`src/rtl/tspe_pkg.sv`:
```
// Shared types, constants and the divide-by-nine digit step for the
// transport stream payload extractor. No dependencies.
`default_nettype none

package tspe_pkg;

    localparam logic [7:0] SYNC_BYTE = 8'h47;
    localparam logic [7:0] PKT_LEN   = 8'd188;
    localparam logic [7:0] LAST_POS  = 8'd187;
    localparam logic [1:0] ADAPT_AF_PAYLOAD = 2'd3;

    localparam int PTS_W  = 33;
    localparam int PROD_W = 40;
    localparam int PTSU_W = 37;
    localparam int DIV_STAGES = PROD_W / 8;
    localparam int NSTG = DIV_STAGES + 1;

    localparam logic [1:0] CFG_VIDEO_PID  = 2'd0;
    localparam logic [1:0] CFG_AUDIO_PID  = 2'd1;
    localparam logic [1:0] CFG_VIDEO_TYPE = 2'd2;
    localparam logic [1:0] CFG_AUDIO_TYPE = 2'd3;

    typedef struct packed {
        logic             res;
        logic             status;
        logic [7:0]       pbyte;
        logic             ustart;
        logic [7:0]       stype;
        logic             last;
        logic             upd;
        logic [PTS_W-1:0] raw;
    } t_item;

    // one nibble of long division by 9; v < 144
    function automatic logic [7:0] div9_nib(input logic [7:0] v);
        logic [13:0] p;
        logic [3:0]  q;
        logic [7:0]  r;
        p = 14'(v) * 14'd57;
        q = p[12:9];
        r = v - 8'(q) * 8'd9;
        return {q, r[3:0]};
    endfunction

    // {quotient byte, remainder} of ({rem, b}) / 9
    function automatic logic [11:0] div9_byte(input logic [3:0] rem, input logic [7:0] b);
        logic [7:0] s1;
        logic [7:0] s2;
        s1 = div9_nib({rem, b[7:4]});
        s2 = div9_nib({s1[3:0], b[3:0]});
        return {s1[7:4], s2[7:4], s2[3:0]};
    endfunction

endpackage

`default_nettype wire

```
`src/rtl/tspe_front.sv`:
```
// Front end: config registers, packet position tracking, header parse and
// word classification. Depends on tspe_pkg.
`default_nettype none

module tspe_front (
    input  wire logic                i_clk,
    input  wire logic                i_rst_n,
    input  wire logic                i_fire,
    input  wire logic [7:0]          i_byte,
    input  wire logic                i_first,
    input  wire logic                i_cfg_we,
    input  wire logic [1:0]          i_cfg_index,
    input  wire logic [12:0]         i_cfg_data,
    output tspe_pkg::t_item          o_item,
    output logic                     o_push
);

    logic [12:0] r_vpid, r_apid;
    logic [7:0]  r_vtype, r_atype;

    logic [7:0]  r_bpos, n_bpos;
    logic [12:0] r_pid, n_pid;
    logic [1:0]  r_adapt, n_adapt;
    logic        r_us, n_us;
    logic        r_acc, n_acc;
    logic [8:0]  r_off, n_off;
    logic [tspe_pkg::PTS_W-1:0] r_raw, n_raw;
    logic [2:0]  r_pts_left, n_pts_left;
    logic        r_fpp, n_fpp;

    logic [7:0]  pos;
    logic        live;
    logic        w_pay;
    logic [9:0]  w_next;
    logic [7:0]  w_stype;
    tspe_pkg::t_item w_item;

    always_ff @(posedge i_clk) begin
        if (!i_rst_n) begin
            r_vpid  <= 13'd256;
            r_apid  <= 13'd257;
            r_vtype <= 8'd1;
            r_atype <= 8'd2;
        end else if (i_cfg_we) begin
            unique case (i_cfg_index)
                tspe_pkg::CFG_VIDEO_PID:  r_vpid  <= i_cfg_data;
                tspe_pkg::CFG_AUDIO_PID:  r_apid  <= i_cfg_data;
                tspe_pkg::CFG_VIDEO_TYPE: r_vtype <= i_cfg_data[7:0];
                tspe_pkg::CFG_AUDIO_TYPE: r_atype <= i_cfg_data[7:0];
            endcase
        end
    end

    assign w_stype = (r_pid == r_apid) ? r_atype :
                     (r_pid == r_vpid) ? r_vtype : 8'd0;

    always_comb begin
        n_bpos = r_bpos;  n_pid = r_pid;  n_adapt = r_adapt;  n_us = r_us;
        n_acc = r_acc;    n_off = r_off;  n_raw = r_raw;      n_pts_left = r_pts_left;
        n_fpp = r_fpp;
        w_item = '0;
        w_pay  = 1'b0;
        w_next = '0;
        pos  = i_first ? 8'd0 : r_bpos;
        live = i_fire && (i_first || (r_bpos != 8'd0 && r_bpos < tspe_pkg::PKT_LEN));
        if (live) begin
            n_bpos = pos + 8'd1;
            if (pos == 8'd0) begin
                n_acc = (i_byte == tspe_pkg::SYNC_BYTE);
                n_us = 1'b0;  n_fpp = 1'b0;  n_off = '0;  n_pts_left = '0;  n_pid = '0;
            end else if (pos == 8'd1) begin
                n_us  = i_byte[6];
                n_pid = {i_byte[4:0], 8'd0};
            end else if (pos == 8'd2) begin
                n_pid = {r_pid[12:8], i_byte};
                if (n_pid != r_vpid && n_pid != r_apid) n_acc = 1'b0;
            end else if (pos == 8'd3) begin
                n_adapt = i_byte[5:4];
                n_off   = 9'd4;
            end else if (r_acc) begin
                if (r_pts_left != 3'd0) begin
                    n_pts_left = r_pts_left - 3'd1;
                    case (r_pts_left)
                        3'd5:    n_raw = {i_byte[3:1], 30'd0};
                        3'd4:    n_raw[29:22] = i_byte;
                        3'd3:    n_raw[21:15] = i_byte[7:1];
                        3'd2:    n_raw[14:7] = i_byte;
                        default: begin
                            n_raw[6:0] = i_byte[7:1];
                            w_item.upd = 1'b1;
                        end
                    endcase
                end
                if (r_adapt == tspe_pkg::ADAPT_AF_PAYLOAD && pos == 8'd4) begin
                    n_off = 9'd5 + 9'(i_byte);
                    if (n_off > 9'(tspe_pkg::PKT_LEN)) n_acc = 1'b0;
                end else if ({1'b0, pos} < r_off) begin
                    // adaptation field body
                end else if (r_us) begin
                    if (10'(pos) == 10'(r_off) + 10'd8) begin
                        w_next = 10'(r_off) + 10'd9 + 10'(i_byte);
                        if (w_next > 10'(tspe_pkg::PKT_LEN)) begin
                            n_acc = 1'b0;
                        end else begin
                            n_off      = w_next[8:0];
                            n_us       = 1'b0;
                            n_fpp      = 1'b1;
                            n_pts_left = 3'd5;
                        end
                    end
                end else begin
                    w_pay = 1'b1;
                end
            end
            if (pos == tspe_pkg::LAST_POS && n_acc && n_us) n_acc = 1'b0;
            if (w_pay && n_acc) begin
                w_item.res    = 1'b1;
                w_item.pbyte  = i_byte;
                w_item.ustart = r_fpp;
                w_item.stype  = w_stype;
                w_item.last   = (pos == tspe_pkg::LAST_POS);
                n_fpp = 1'b0;
            end else if (pos == tspe_pkg::LAST_POS && !n_acc) begin
                w_item.res    = 1'b1;
                w_item.status = 1'b1;
                w_item.last   = 1'b1;
            end
            w_item.raw = n_raw;
        end
    end

    assign o_item = w_item;
    assign o_push = w_item.res || w_item.upd;

    always_ff @(posedge i_clk) begin
        if (!i_rst_n) begin
            r_bpos <= '0;  r_pid <= '0;  r_adapt <= '0;  r_us <= 1'b0;  r_acc <= 1'b0;
            r_off <= '0;   r_raw <= '0;  r_pts_left <= '0;  r_fpp <= 1'b0;
        end else begin
            r_bpos <= n_bpos;  r_pid <= n_pid;  r_adapt <= n_adapt;  r_us <= n_us;
            r_acc <= n_acc;    r_off <= n_off;  r_raw <= n_raw;
            r_pts_left <= n_pts_left;  r_fpp <= n_fpp;
        end
    end

endmodule

`default_nettype wire

```
`src/rtl/tspe_fifo.sv`:
```
// Short word queue between the front end and the back end.
// Depends on tspe_pkg.
`default_nettype none

module tspe_fifo #(
    parameter int DEPTH = 4
) (
    input  wire logic      i_clk,
    input  wire logic      i_rst_n,
    input  wire logic      i_push,
    input  tspe_pkg::t_item i_data,
    input  wire logic      i_pop,
    output tspe_pkg::t_item o_data,
    output logic           o_full,
    output logic           o_empty
);

    localparam int AW = (DEPTH > 1) ? $clog2(DEPTH) : 1;
    localparam int CW = $clog2(DEPTH + 1);

    tspe_pkg::t_item r_mem [DEPTH];
    logic [AW-1:0] r_wp, r_rp;
    logic [CW-1:0] r_cnt;

    assign o_full  = (r_cnt == CW'(DEPTH));
    assign o_empty = (r_cnt == '0);
    assign o_data  = r_mem[r_rp];

    always_ff @(posedge i_clk) begin
        if (i_push) r_mem[r_wp] <= i_data;
    end

    always_ff @(posedge i_clk) begin
        if (!i_rst_n) begin
            r_wp  <= '0;
            r_rp  <= '0;
            r_cnt <= '0;
        end else begin
            if (i_push) r_wp <= (r_wp == AW'(DEPTH - 1)) ? '0 : r_wp + AW'(1);
            if (i_pop)  r_rp <= (r_rp == AW'(DEPTH - 1)) ? '0 : r_rp + AW'(1);
            if (i_push && !i_pop)      r_cnt <= r_cnt + CW'(1);
            else if (!i_push && i_pop) r_cnt <= r_cnt - CW'(1);
        end
    end

endmodule

`default_nettype wire

```
`src/rtl/tspe_back.sv`:
```
// Back end: PTS x100 / 9 conversion pipeline (one quotient byte per stage)
// and the output register. Depends on tspe_pkg.
`default_nettype none

module tspe_back (
    input  wire logic       i_clk,
    input  wire logic       i_rst_n,
    input  tspe_pkg::t_item i_item,
    input  wire logic       i_empty,
    output logic            o_pop,
    output logic            o_valid,
    input  wire logic       i_ready,
    output logic [55:0]     o_data,
    output logic            o_status,
    output logic            o_last
);

    typedef struct packed {
        logic                         v;
        tspe_pkg::t_item              it;
        logic [tspe_pkg::PROD_W-1:0]  y;
        logic [3:0]                   rem;
        logic [tspe_pkg::PROD_W-1:0]  q;
    } t_work;

    t_work r_stg [tspe_pkg::NSTG];
    logic [11:0] w_div [1:tspe_pkg::NSTG-1];
    logic [tspe_pkg::PROD_W-1:0] w_mul;
    logic en;

    logic r_ov;
    logic [tspe_pkg::PTSU_W-1:0] r_pts, w_pts;
    logic [7:0] r_pbyte, r_stype;
    logic r_ustart, r_status, r_last;
    logic [tspe_pkg::PTSU_W-1:0] r_opts;
    t_work w_tail;

    assign en    = !r_ov || i_ready;
    assign o_pop = en && !i_empty;

    assign w_mul = (tspe_pkg::PROD_W'(i_item.raw) << 6) +
                   (tspe_pkg::PROD_W'(i_item.raw) << 5) +
                   (tspe_pkg::PROD_W'(i_item.raw) << 2);

    always_comb begin
        for (int k = 1; k < tspe_pkg::NSTG; k++)
            w_div[k] = tspe_pkg::div9_byte(r_stg[k-1].rem,
                                           r_stg[k-1].y[tspe_pkg::PROD_W-1 -: 8]);
    end

    always_ff @(posedge i_clk) begin
        if (!i_rst_n) begin
            for (int k = 0; k < tspe_pkg::NSTG; k++) r_stg[k].v <= 1'b0;
        end else if (en) begin
            r_stg[0].v   <= o_pop;
            r_stg[0].it  <= i_item;
            r_stg[0].y   <= w_mul;
            r_stg[0].rem <= 4'd0;
            r_stg[0].q   <= '0;
            for (int k = 1; k < tspe_pkg::NSTG; k++) begin
                r_stg[k].v   <= r_stg[k-1].v;
                r_stg[k].it  <= r_stg[k-1].it;
                r_stg[k].y   <= r_stg[k-1].y << 8;
                r_stg[k].rem <= w_div[k][3:0];
                r_stg[k].q   <= {r_stg[k-1].q[tspe_pkg::PROD_W-9:0], w_div[k][11:4]};
            end
        end
    end

    assign w_tail = r_stg[tspe_pkg::NSTG-1];
    assign w_pts  = w_tail.it.upd ? w_tail.q[tspe_pkg::PTSU_W-1:0] : r_pts;

    always_ff @(posedge i_clk) begin
        if (!i_rst_n) begin
            r_ov  <= 1'b0;
            r_pts <= '0;
        end else if (en) begin
            r_ov <= w_tail.v && w_tail.it.res;
            if (w_tail.v && w_tail.it.upd) r_pts <= w_tail.q[tspe_pkg::PTSU_W-1:0];
        end
    end

    always_ff @(posedge i_clk) begin
        if (en) begin
            r_pbyte  <= w_tail.it.pbyte;
            r_stype  <= w_tail.it.stype;
            r_ustart <= w_tail.it.ustart;
            r_status <= w_tail.it.status;
            r_last   <= w_tail.it.last;
            r_opts   <= w_tail.it.status ? '0 : w_pts;
        end
    end

    assign o_valid  = r_ov;
    assign o_data   = {2'b00, r_opts, r_stype, r_ustart, r_pbyte};
    assign o_status = r_status;
    assign o_last   = r_last;

endmodule

`default_nettype wire

```
`src/rtl/ts_pes_payload_extractor.sv`:
```
// Top level of the transport stream PES payload extractor.
// Depends on tspe_pkg, tspe_front, tspe_fifo, tspe_back.
//
// channel  dir  handshake                word layout
// s        in   i_s_tvalid/o_s_tready    tdata[7:0] byte, tuser packet_first
// m        out  o_m_tvalid/i_m_tready    tdata payload/type/pts, tuser status,
//                                        tlast last_of_packet
// cfg      in   i_cfg_valid/o_cfg_ready  index, data
//
// One byte per cycle sustained while the queue is not full; the front parses in
// the cycle a byte is taken. Output words pass through the six-stage PTS multiply
// and divide-by-nine pipeline after the queue, then the output register.
// Reset is synchronous and clears all control state.
// An output stall freezes the pipeline; the front keeps taking bytes until
// the queue fills.
`default_nettype none

module ts_pes_payload_extractor #(
    parameter int FIFO_DEPTH = 4
) (
    input  wire logic        i_clk,
    input  wire logic        i_rst_n,
    input  wire logic        i_s_tvalid,
    output logic             o_s_tready,
    input  wire logic [7:0]  i_s_tdata,    // [7:0] stream_byte
    input  wire logic        i_s_tuser,    // [0] packet_first
    output logic             o_m_tvalid,
    input  wire logic        i_m_tready,
    output logic [55:0]      o_m_tdata,    // [7:0] payload_byte, [8] unit_start,
                                           // [16:9] stream_type, [53:17] pts_microseconds
    output logic             o_m_tuser,    // [0] status
    output logic             o_m_tlast,
    input  wire logic        i_cfg_valid,
    output logic             o_cfg_ready,
    input  wire logic [1:0]  i_cfg_index,
    input  wire logic [12:0] i_cfg_data
);

    tspe_pkg::t_item w_fitem, w_bitem;
    logic w_push, w_pop, w_full, w_empty, w_fire;

    assign o_s_tready  = !w_full;
    assign o_cfg_ready = 1'b1;
    assign w_fire      = i_s_tvalid && o_s_tready;

    tspe_front u_front (
        .i_clk       (i_clk),
        .i_rst_n     (i_rst_n),
        .i_fire      (w_fire),
        .i_byte      (i_s_tdata),
        .i_first     (i_s_tuser),
        .i_cfg_we    (i_cfg_valid),
        .i_cfg_index (i_cfg_index),
        .i_cfg_data  (i_cfg_data),
        .o_item      (w_fitem),
        .o_push      (w_push)
    );

    tspe_fifo #(.DEPTH(FIFO_DEPTH)) u_fifo (
        .i_clk   (i_clk),
        .i_rst_n (i_rst_n),
        .i_push  (w_push),
        .i_data  (w_fitem),
        .i_pop   (w_pop),
        .o_data  (w_bitem),
        .o_full  (w_full),
        .o_empty (w_empty)
    );

    tspe_back u_back (
        .i_clk    (i_clk),
        .i_rst_n  (i_rst_n),
        .i_item   (w_bitem),
        .i_empty  (w_empty),
        .o_pop    (w_pop),
        .o_valid  (o_m_tvalid),
        .i_ready  (i_m_tready),
        .o_data   (o_m_tdata),
        .o_status (o_m_tuser),
        .o_last   (o_m_tlast)
    );

    a_reject_last: assert property (@(posedge i_clk) disable iff (!i_rst_n)
        o_m_tvalid && o_m_tuser |-> o_m_tlast)
        else $error("reject word without last");

    a_reject_zero: assert property (@(posedge i_clk) disable iff (!i_rst_n)
        o_m_tvalid && o_m_tuser |-> o_m_tdata == 56'd0)
        else $error("reject word carries data");

    a_ustart_payload: assert property (@(posedge i_clk) disable iff (!i_rst_n)
        o_m_tvalid && o_m_tdata[8] |-> !o_m_tuser)
        else $error("unit start on reject word");

    a_reset_idle: assert property (@(posedge i_clk)
        $past(!i_rst_n) |-> !o_m_tvalid && o_s_tready)
        else $error("not idle after reset");

endmodule

`default_nettype wire
```
`config.mk`:
```
export PLATFORM = sky130hd
export DESIGN_NAME = ts_pes_payload_extractor
export DESIGN_NICKNAME = d
export VERILOG_FILES = /design/src/rtl/tspe_pkg.sv /design/src/rtl/tspe_front.sv /design/src/rtl/tspe_fifo.sv /design/src/rtl/tspe_back.sv /design/src/rtl/ts_pes_payload_extractor.sv
export SDC_FILE = /design/constraint.sdc
export NUM_CORES = 1
export LEC_CHECK = 0
export ABC_AREA = 1
export BUFFER_PORTS_ARGS = -buffer_cell sky130_fd_sc_hd__buf_4
export CORE_ASPECT_RATIO = 2
export CORE_MARGIN = 2
export CORE_UTILIZATION = 35
export CTS_BUF_LIST = sky130_fd_sc_hd__clkbuf_16
export CTS_CLUSTER_DIAMETER = 150
export DETAILED_ROUTE_END_ITERATION = 16
export HOLD_SLACK_MARGIN = 0.12
export SKIP_CTS_REPAIR_TIMING = 1
export SYNTH_ARGS = -nofsm -noshare
export SYNTH_HDL_FRONTEND = slang
export SYNTH_SLANG_ARGS = --single-unit
```
`constraint.sdc`:
```
create_clock -name i_clk -period 23.5 [get_ports i_clk]
set_clock_uncertainty 0.1 [all_clocks]
set_input_delay 1.175 -clock i_clk [delete_from_list [all_inputs] [get_ports i_clk]]
set_output_delay 1.175 -clock i_clk [all_outputs]
set_load 0.005 [all_outputs]
```
Yosys cells after proc, flatten, opt, wreduce, memory -nomap -nowiden

Memory sizes are Yosys's and may differ from the RTL's. A register that Yosys moved wholly into a read port is not among the register bits.
Index checks and enable logic that the tools add are counted.

Register bits: 214
RAM bits: 1050
Output and inout port bits: 61
Memories kept: 2

Add/sub/neg operators: 22
Multiply operators: 20
Magnitude comparators: 4
Equal/unequal tests: 33
Mux-type cells: 117
Bitwise logic cells: 9
Reduce and logical (&&, ||, !) cells: 51

Memory list:

| name         | depth | width | read ports | clocked after memory_dff | wr ports | line            | text |
|---|---|---|---|---|---|---|---|
| u_back.r_stg | 6     | 139   | 6          | 0                        | 6        | tspe_back.sv:26 | `t_work r_stg [tspe_pkg::NSTG];` |
| u_fifo.r_mem | 4     | 54    | 1          | 1                        | 1        | tspe_fifo.sv:21 | `tspe_pkg::t_item r_mem [DEPTH];` |

Operator list:

| cell                                              | number |
|---|---|
| 2-to-1 mux 33 bit                                 | 6 |
| multiplier 8 x 6 -> 13 bit, second input constant | 10 |
| 2-to-1 mux 9 bit                                  | 10 |
| 2-to-1 mux 1 bit                                  | 69 |
| 2-to-1 mux 54 bit                                 | 1 |
| 2-to-1 mux 3 bit                                  | 14 |
| adder 39 x 38 -> 40 bit                           | 1 |
| adder 40 x 35 -> 40 bit                           | 1 |
| multiplier 4 x 4 -> 4 bit, second input constant  | 10 |
| subtractor 4 bit                                  | 10 |
| 2-to-1 mux 37 bit                                 | 1 |
| 2-to-1 mux 8 bit                                  | 4 |
| one-hot mux 8 bit (2 select lines)                | 2 |
| one-hot mux 7 bit (2 select lines)                | 2 |
| == test 13 bit                                    | 2 |
| 2-to-1 mux 13 bit                                 | 2 |
| != test 13 bit                                    | 2 |
| adder 9 x 4 -> 10 bit, second input constant      | 2 |
| != test 3 x 2 -> 1 bit, second input constant     | 6 |
| nonzero test 3 bit                                | 6 |
| 2-to-1 mux 17 bit                                 | 1 |
| == test 8 x 2 -> 1 bit, second input constant     | 2 |
| logical AND 1 bit                                 | 14 |
| AND reduction 2 bit                               | 7 |
| 37 further kinds                                  | 71 |

Longest topological paths before layout

Gate-level depths: netlist (run 1).

Depth in word-level cells: 28
Mapped depth: 43

Hierarchy

Synthesis (run 1) repeated with hierarchy kept, for this count alone.

Cells, all modules: 3944
Area, all modules: 41607.4 µm²

By module, submodules not included:

| module                   | times used | cells each | area an instance (µm²) | seq. area each (µm²) |
|---|---|---|---|---|
| tspe_back                | 1          | 2211       | 25619.6                | 13292.7 |
| tspe_fifo                | 1          | 581        | 8443.1                 | 6666.4 |
| tspe_front               | 1          | 1147       | 7519.7                 | 2262.2 |
| ts_pes_payload_extractor | 1          | 5          | 25.0                   | 0.0 |

Worst setup path before layout (run 1)

Ideal clock, no wire load.

Kind: input to register
Start: in i_m_tready
End: mem u_back.r_stg[0][277] (netlist bit)
Arrival: 18305 ps
Data required time: 23238 ps
Slack: 4933 ps
Stages: 4
Path buffers: 0
Cells stage by stage: nor2_1 -> nor2_1 -> inv_1 -> o22ai_1

RTL lines:

| element     | line                           | text |
|---|---|---|
| from (decl) | ts_pes_payload_extractor.sv:28 | `input wire logic i_m_tready,` |
| to (decl)   | tspe_back.sv:26                |  |

==> results of run 1 <==
state kept, by name, summed over array words and instances (netlist names), 3 cells and up, named ones only:
signal              count
u_back.r_opts          37
u_back.r_pbyte          8
u_back.r_pts           37
u_back.r_stg          363
u_back.r_stype          8
u_fifo.r_cnt            3
u_fifo.r_mem          216
u_front.r_apid         13
u_front.r_atype         8
u_front.r_bpos          8
u_front.r_off           9
u_front.r_pid          13
u_front.r_pts_left      3
u_front.r_raw          33
u_front.r_vpid         13
u_front.r_vtype         8
worst paths after layout:
path                        startpoint              endpoint  slack [ns]  cells past startpoint
setup reg to reg  u_back.r_stg[0][221]  u_back.r_stg[0][321]       14.55                     40
setup / recovery  u_back.r_stg[0][221]  u_back.r_stg[0][321]       14.55                     40
hold reg to reg    u_back.r_stg[0][64]  u_back.r_stg[0][211]        0.29                      0
hold / removal     u_back.r_stg[0][64]  u_back.r_stg[0][211]        0.29                      0
through the flow:
stage / hold slack [ns] / instance area [um2] / worst slack [ns]
after detailed placement: 0.305 / 42200 / 14.51
final: 0.289 / 44700 / 14.55
after CTS: 0.286 / 44700 / 14.50
after floorplan: 0.300 / 39900 / 4.93
after global routing: 0.303 / 44700 / 13.87
after global placement: 0.300 / 42200 / 14.54
logic make-up after synthesis:
logic type / synth area share, %
simple gates: 10.5
flops: 55.8
compound gates: 8.25
buf+inv: 5.20
fa+ha+maj: 16.5
xor+xnor: 3.74
other cells: 0.0188
cells in the mapped netlist (58+ instances only):
cell type  count  area (um2)
nand2_1      467        1750
o22ai_1       58         363
fa_1         132        2640
a21oi_1      183         916
nor2_1       365        1370
edfxtp_1     630       18900
nand3_1      113         566
o21ai_0      273        1370
xor2_1       119        1040
clkbuf_1      85         319
dfxtp_1      165        3300
inv_1        430        1610
ha_1         314        3930
cell type report:
class / instances / area share [%]
diodes: 1 / 0.00560
clock buffers: 74 / 4.14
clock inverters: 60 / 1.55
inverters: 443 / 3.73
multi-input cells: 2242 / 34.8
flip-flops and latches: 795 / 49.7
well taps: 1504 / 4.21
repair buffers: 110 / 1.85
layer usage:
metal	global-route usage (%)	vias up	wire length [um]
met3	2.16	161	2800
li1	-	12300	-
met2	28.1	424	45500
met1	13.4	12000	28800
met5	0	-	0
met4	5.99	0	3000
==> key figures, run 1 <==
Worst setup path
  • CP endpoint kind: flip-flop
  • Crit path max-delay family: adder cells
  • Crit Path Max Fanout: 6
  • Max incr delay on CP: 0.59 ns
  • Req. time, crit path: 23.82 ns
  • Worst path bufs/invs: 8
  • CP Launch Type: flip-flop
  • Worst EP arrival: 9.27 ns
  • Crit-path slowest cell: fa_1
  • Critical Path Most Common Cell: ha_1
  • Crit path kind: flip-flop to flip-flop

Synth
  • Number of synthesized flops with an enable pin: 630
  • YS warnings: 0
  • Mapped Cells: 3580
  • Synth Flop Type: edfxtp_1
  • Distinct cells, synth: 52
  • Mapped Area: 39800 um2
  • Async SR Flop Fraction: 0%
  • Sequential share of the synthesized area: 55.8%
  • Flops & latches, synth: 795
  • Syn Area/Cell: 11.1 um2

Routing
  • Avg Vias per Cell: 4.76
  • Drt first pass iters: 5
  • Vias post-DR: 24900
  • DR DRC count: 0
  • DRT antenna net count: 0
  • WL final: 80.1 mm
  • DR iter-0 viols: 1325
  • Avg WL per Cell: 15.3 um

Clocking
  • Clock Sinks: 795
  • TritonCTS Buffers: 74
  • H-tree Lvls: 3
  • Clk Latency, worst-skew pair: 0.68 ns
  • CTS tree: done
  • CTS Buffer Depth: 3
  • CTS clk-pin slew, worst paths: 0.07 ns
  • Root cell of the clock tree: clkbuf_16

STA
  • Worst Tran Pin Value: 1.09 ns
  • Final setup viols: 0
  • Total negative slack: 0 ns
  • Period minus WS final: 8.95 ns
  • Final-report hold violation count: 0
  • Unrepaired setup endpoints after global routing: no
  • Crit share post-route: 38.1%
  • FMAX: 112 MHz
  • Slew HR: 27.5%
  • Slew Limit Fails: 0

Finish
  • Commonest non-fill, non-tap cell in the layout: edfxtp_1
  • Final Util: 39.4%
  • Area growth syn-to-layout: 12.2%
  • Area of the multi-input gates: 15600 um2
  • Layout cells sized above 1: 7.36%
  • Finished Layout Cells: 5229
  • Sequential Area: 22200 um2
  • Nets: 4141
  • Most frequent cells in the layout: 630 x edfxtp_1, 467 x nand2_1, 439 x inv_1, 364 x nor2_1, 314 x ha_1
  • Fillers: 11000

Global route
  • First-pass GRT wire length: 129 mm
  • Initial antenna violation count: 1
  • Vias in the first global route: 25400
  • GRT Resource Usage Total: 13.8%
  • Pin count of the biggest net entering global routing: 100
  • Total gr overflow: 0

Floorplanning
  • Die Ht: 481 um
  • Core box area: 113000 um2
  • Chip width: 243 um
  • IO Pins: 90
  • Die area: 117000 um2
  • FP Rows: 175
  • Initial Util: 35.1%

Min path
  • Worst min path class: flip-flop to flip-flop

Outcome
  • Status: complete, no violations

Flow run
  • Max_cap viols: 0

Placed design
  • DP Cell Count: 5094
  • GPL Wtd Cong: 0.828
  • Number of port buffers: 86
  • Detailed Place HPWL: 55.8 mm
Power of run 1 is left out: the tool's default activity adds up to more than one toggle a clock period on the data nets, which glitch-free logic cannot reach.
==> run 2: changes to the inputs <==
clock period = 8.09 ns   (was 23.5 ns; I/O delays follow)
==> run 2 against run 1 <==
Effect of this change:
- the flow now finishes with violations (setup timing)
- cell count up 2.5%
- core utilization increased by 1.5 points
- critical path depth unchanged
- via count up 1.7%
- critical path type unchanged
- highest routed layer unchanged
==> key figures, run 2 (synthesized netlist as in run 1, its figures left out) <==
Outcome
  • Status: complete, but fails checks
  • Violated checks: setup timing

Finish
  • Biggest register: u_back.r_stg
  • Nets: 4266 (+3.0%)
  • Most frequent cells in the layout: 630 x edfxtp_1, 446 x nand2_1, 418 x inv_1, 361 x nor2_1, 278 x ha_1
  • Design area: 46400 um2 (+3.7%)
  • Fillers: 10900 (-0.92%)
  • Commonest non-fill, non-tap cell in the layout: edfxtp_1
  • Final Util: 40.9% (+1.5 points)
  • Area growth syn-to-layout: 16.4%
  • Layout cells sized above 1: 12.8% (+5.4 points)
  • Biggest registers after layout: u_back.r_stg (363), u_fifo.r_mem (216)
  • Max reg flops: 363 (unchanged)

Worst setup path
  • Crit path kind: flip-flop to flip-flop
  • Worst path bufs/invs: 8 (unchanged)
  • Req. time, crit path: 8.41 ns (-15.41 ns)
  • Worst EP arrival: 8.44 ns (-0.83 ns)
  • Crit Path Max Fanout: 2 (-4)
  • Crit-path slowest cell: fa_1
  • Max incr delay on CP: 0.54 ns (-0.05 ns)
  • CP endpoint kind: flip-flop
  • Critical R2R Launch: u_back.r_stg[0][220]
  • CP Launch Type: flip-flop
  • Crit path max-delay family: adder cells
  • Critical Path Most Common Cell: ha_4
  • Crit path from: u_back.r_stg[0][220]

Floorplanning
  • Die Ht: 481 um (unchanged)
  • Initial Util: 35.1% (unchanged)
  • IO Pins: 90 (unchanged)
  • Core box area: 113000 um2 (unchanged)
  • Die area: 117000 um2 (unchanged)
  • Chip width: 243 um (unchanged)
  • FP Rows: 175 (unchanged)

Clocking
  • Root cell of the clock tree: clkbuf_16
  • Clock Sinks: 795 (unchanged)
  • CTS clk-pin slew, worst paths: 0.06 ns (about the same)
  • H-tree Lvls: 3 (unchanged)
  • TritonCTS Buffers: 75 (+1.4%)
  • CTS tree: done
  • CTS Buffer Depth: 3 (unchanged)
  • Clk Latency, worst-skew pair: 0.68 ns (about the same)

Global route
  • Met1 Use GR: 13.7% (+0.30 points)
  • First-pass GRT wire length: 129 mm (+0.25%)
  • Vias in the first global route: 25600 (+0.83%)
  • Met3 Track Usage GR: 2.08% (-0.084 points)
  • GRT Resource Usage Total: 13.8% (-0.028 points)
  • Total gr overflow: 0 (unchanged)
  • Initial antenna violation count: 1 (unchanged)
  • Gr busiest metal: met2
  • Pin count of the biggest net entering global routing: 164 (+64%)
  • Met2 Track Usage GR: 28.1% (-0.042 points)

STA
  • Total negative slack: -0.0272 ns (-0.0272 ns)
  • Final-report hold violation count: 0 (unchanged)
  • Crit path setup slack, layout: -0.0272 ns (-14.58 ns)
  • Unrepaired setup endpoints after global routing: yes
  • Worst Tran Pin Value: 1.12 ns (+0.0361 ns)
  • Final setup viols: 1 (+1)
  • Fin Hold WS: 0.162 ns (-0.127 ns)
  • Slew Limit Fails: 0 (unchanged)
  • Crit share post-route: 100% (+62 points)
  • FMAX: 123 MHz (+10%)
  • Period minus WS final: 8.12 ns (-0.834 ns)
  • Slew HR: 25.0% (-2.6 points)

Routing
  • DR iter-0 viols: 1316 (-0.68%)
  • Avg WL per Cell: 15.1 um (-1.3%)
  • DRT antenna net count: 0 (unchanged)
  • Vias post-DR: 25300 (+1.7%)
  • WL final: 81.0 mm (+1.2%)
  • Avg Vias per Cell: 4.72 (-0.77%)
  • DR DRC count: 0 (unchanged)
  • Drt first pass iters: 5 (unchanged)

Placed design
  • Detailed Place HPWL: 56.8 mm (+1.6%)
  • GPL Wtd Cong: 0.853 (+3.0%)
  • Dpl cell area: 42900 um2 (+1.6%)
  • Number of port buffers: 86 (unchanged)

Min path
  • Worst min path class: input port to flip-flop
  • Worst hold start: i_cfg_index[1]

Flow run
  • Max_cap viols: 0 (unchanged)
-- run 2: routing by layer --
metal	share of wire, %	wire length, um
met1	37	29700
met2	57	46000
met3	3.3	2650
met4	3.1	2550
met5	0	0
-- run 2: worst min-delay path, cell delays in order --
cell	delay (ns)
buf_4	0.09
nor2_1	0.15
o21ai_0	0.19
nor2_1	0.05
-- run 2: path summary, 6_finish.rpt --
| kind | end | slack (ns) | depth (start not counted) |
|---|---|---|---|
| min | u_front.r_vpid[4] | 0.16 | 4 |
| min reg2reg | u_back.r_stg[0][218] | 0.29 | 0 |
| max reg2reg | u_back.r_stg[0][321] | -0.03 | 40 |
| max | u_back.r_stg[0][321] | -0.03 | 40 |
-- run 2: layout make-up --
class | count | area, um2 | area share [%]
repair buffers | 234 | 1860 | 4.02
multi-input cells | 2242 | 16300 | 35.1
well taps | 1504 | 1880 | 4.06
flip-flops and latches | 795 | 22200 | 47.9
clock inverters | 65 | 567 | 1.22
inverters | 443 | 1680 | 3.61
clock buffers | 75 | 1880 | 4.05
diodes | 1 | 2.50 | 0.00539
-- run 2: per-stage QoR --
| stage | instances | setup slack (ns) |
|---|---|---|
| floorplan | 3581 | -0.0929 |
| global placement | 5169 | -0.197 |
| global route | 5359 | -0.373 |
| CTS | 5309 | -0.254 |
| detailed placement | 5169 | -0.250 |
| finish | 5359 | -0.0272 |
Power of run 2 is left out for the same reason.
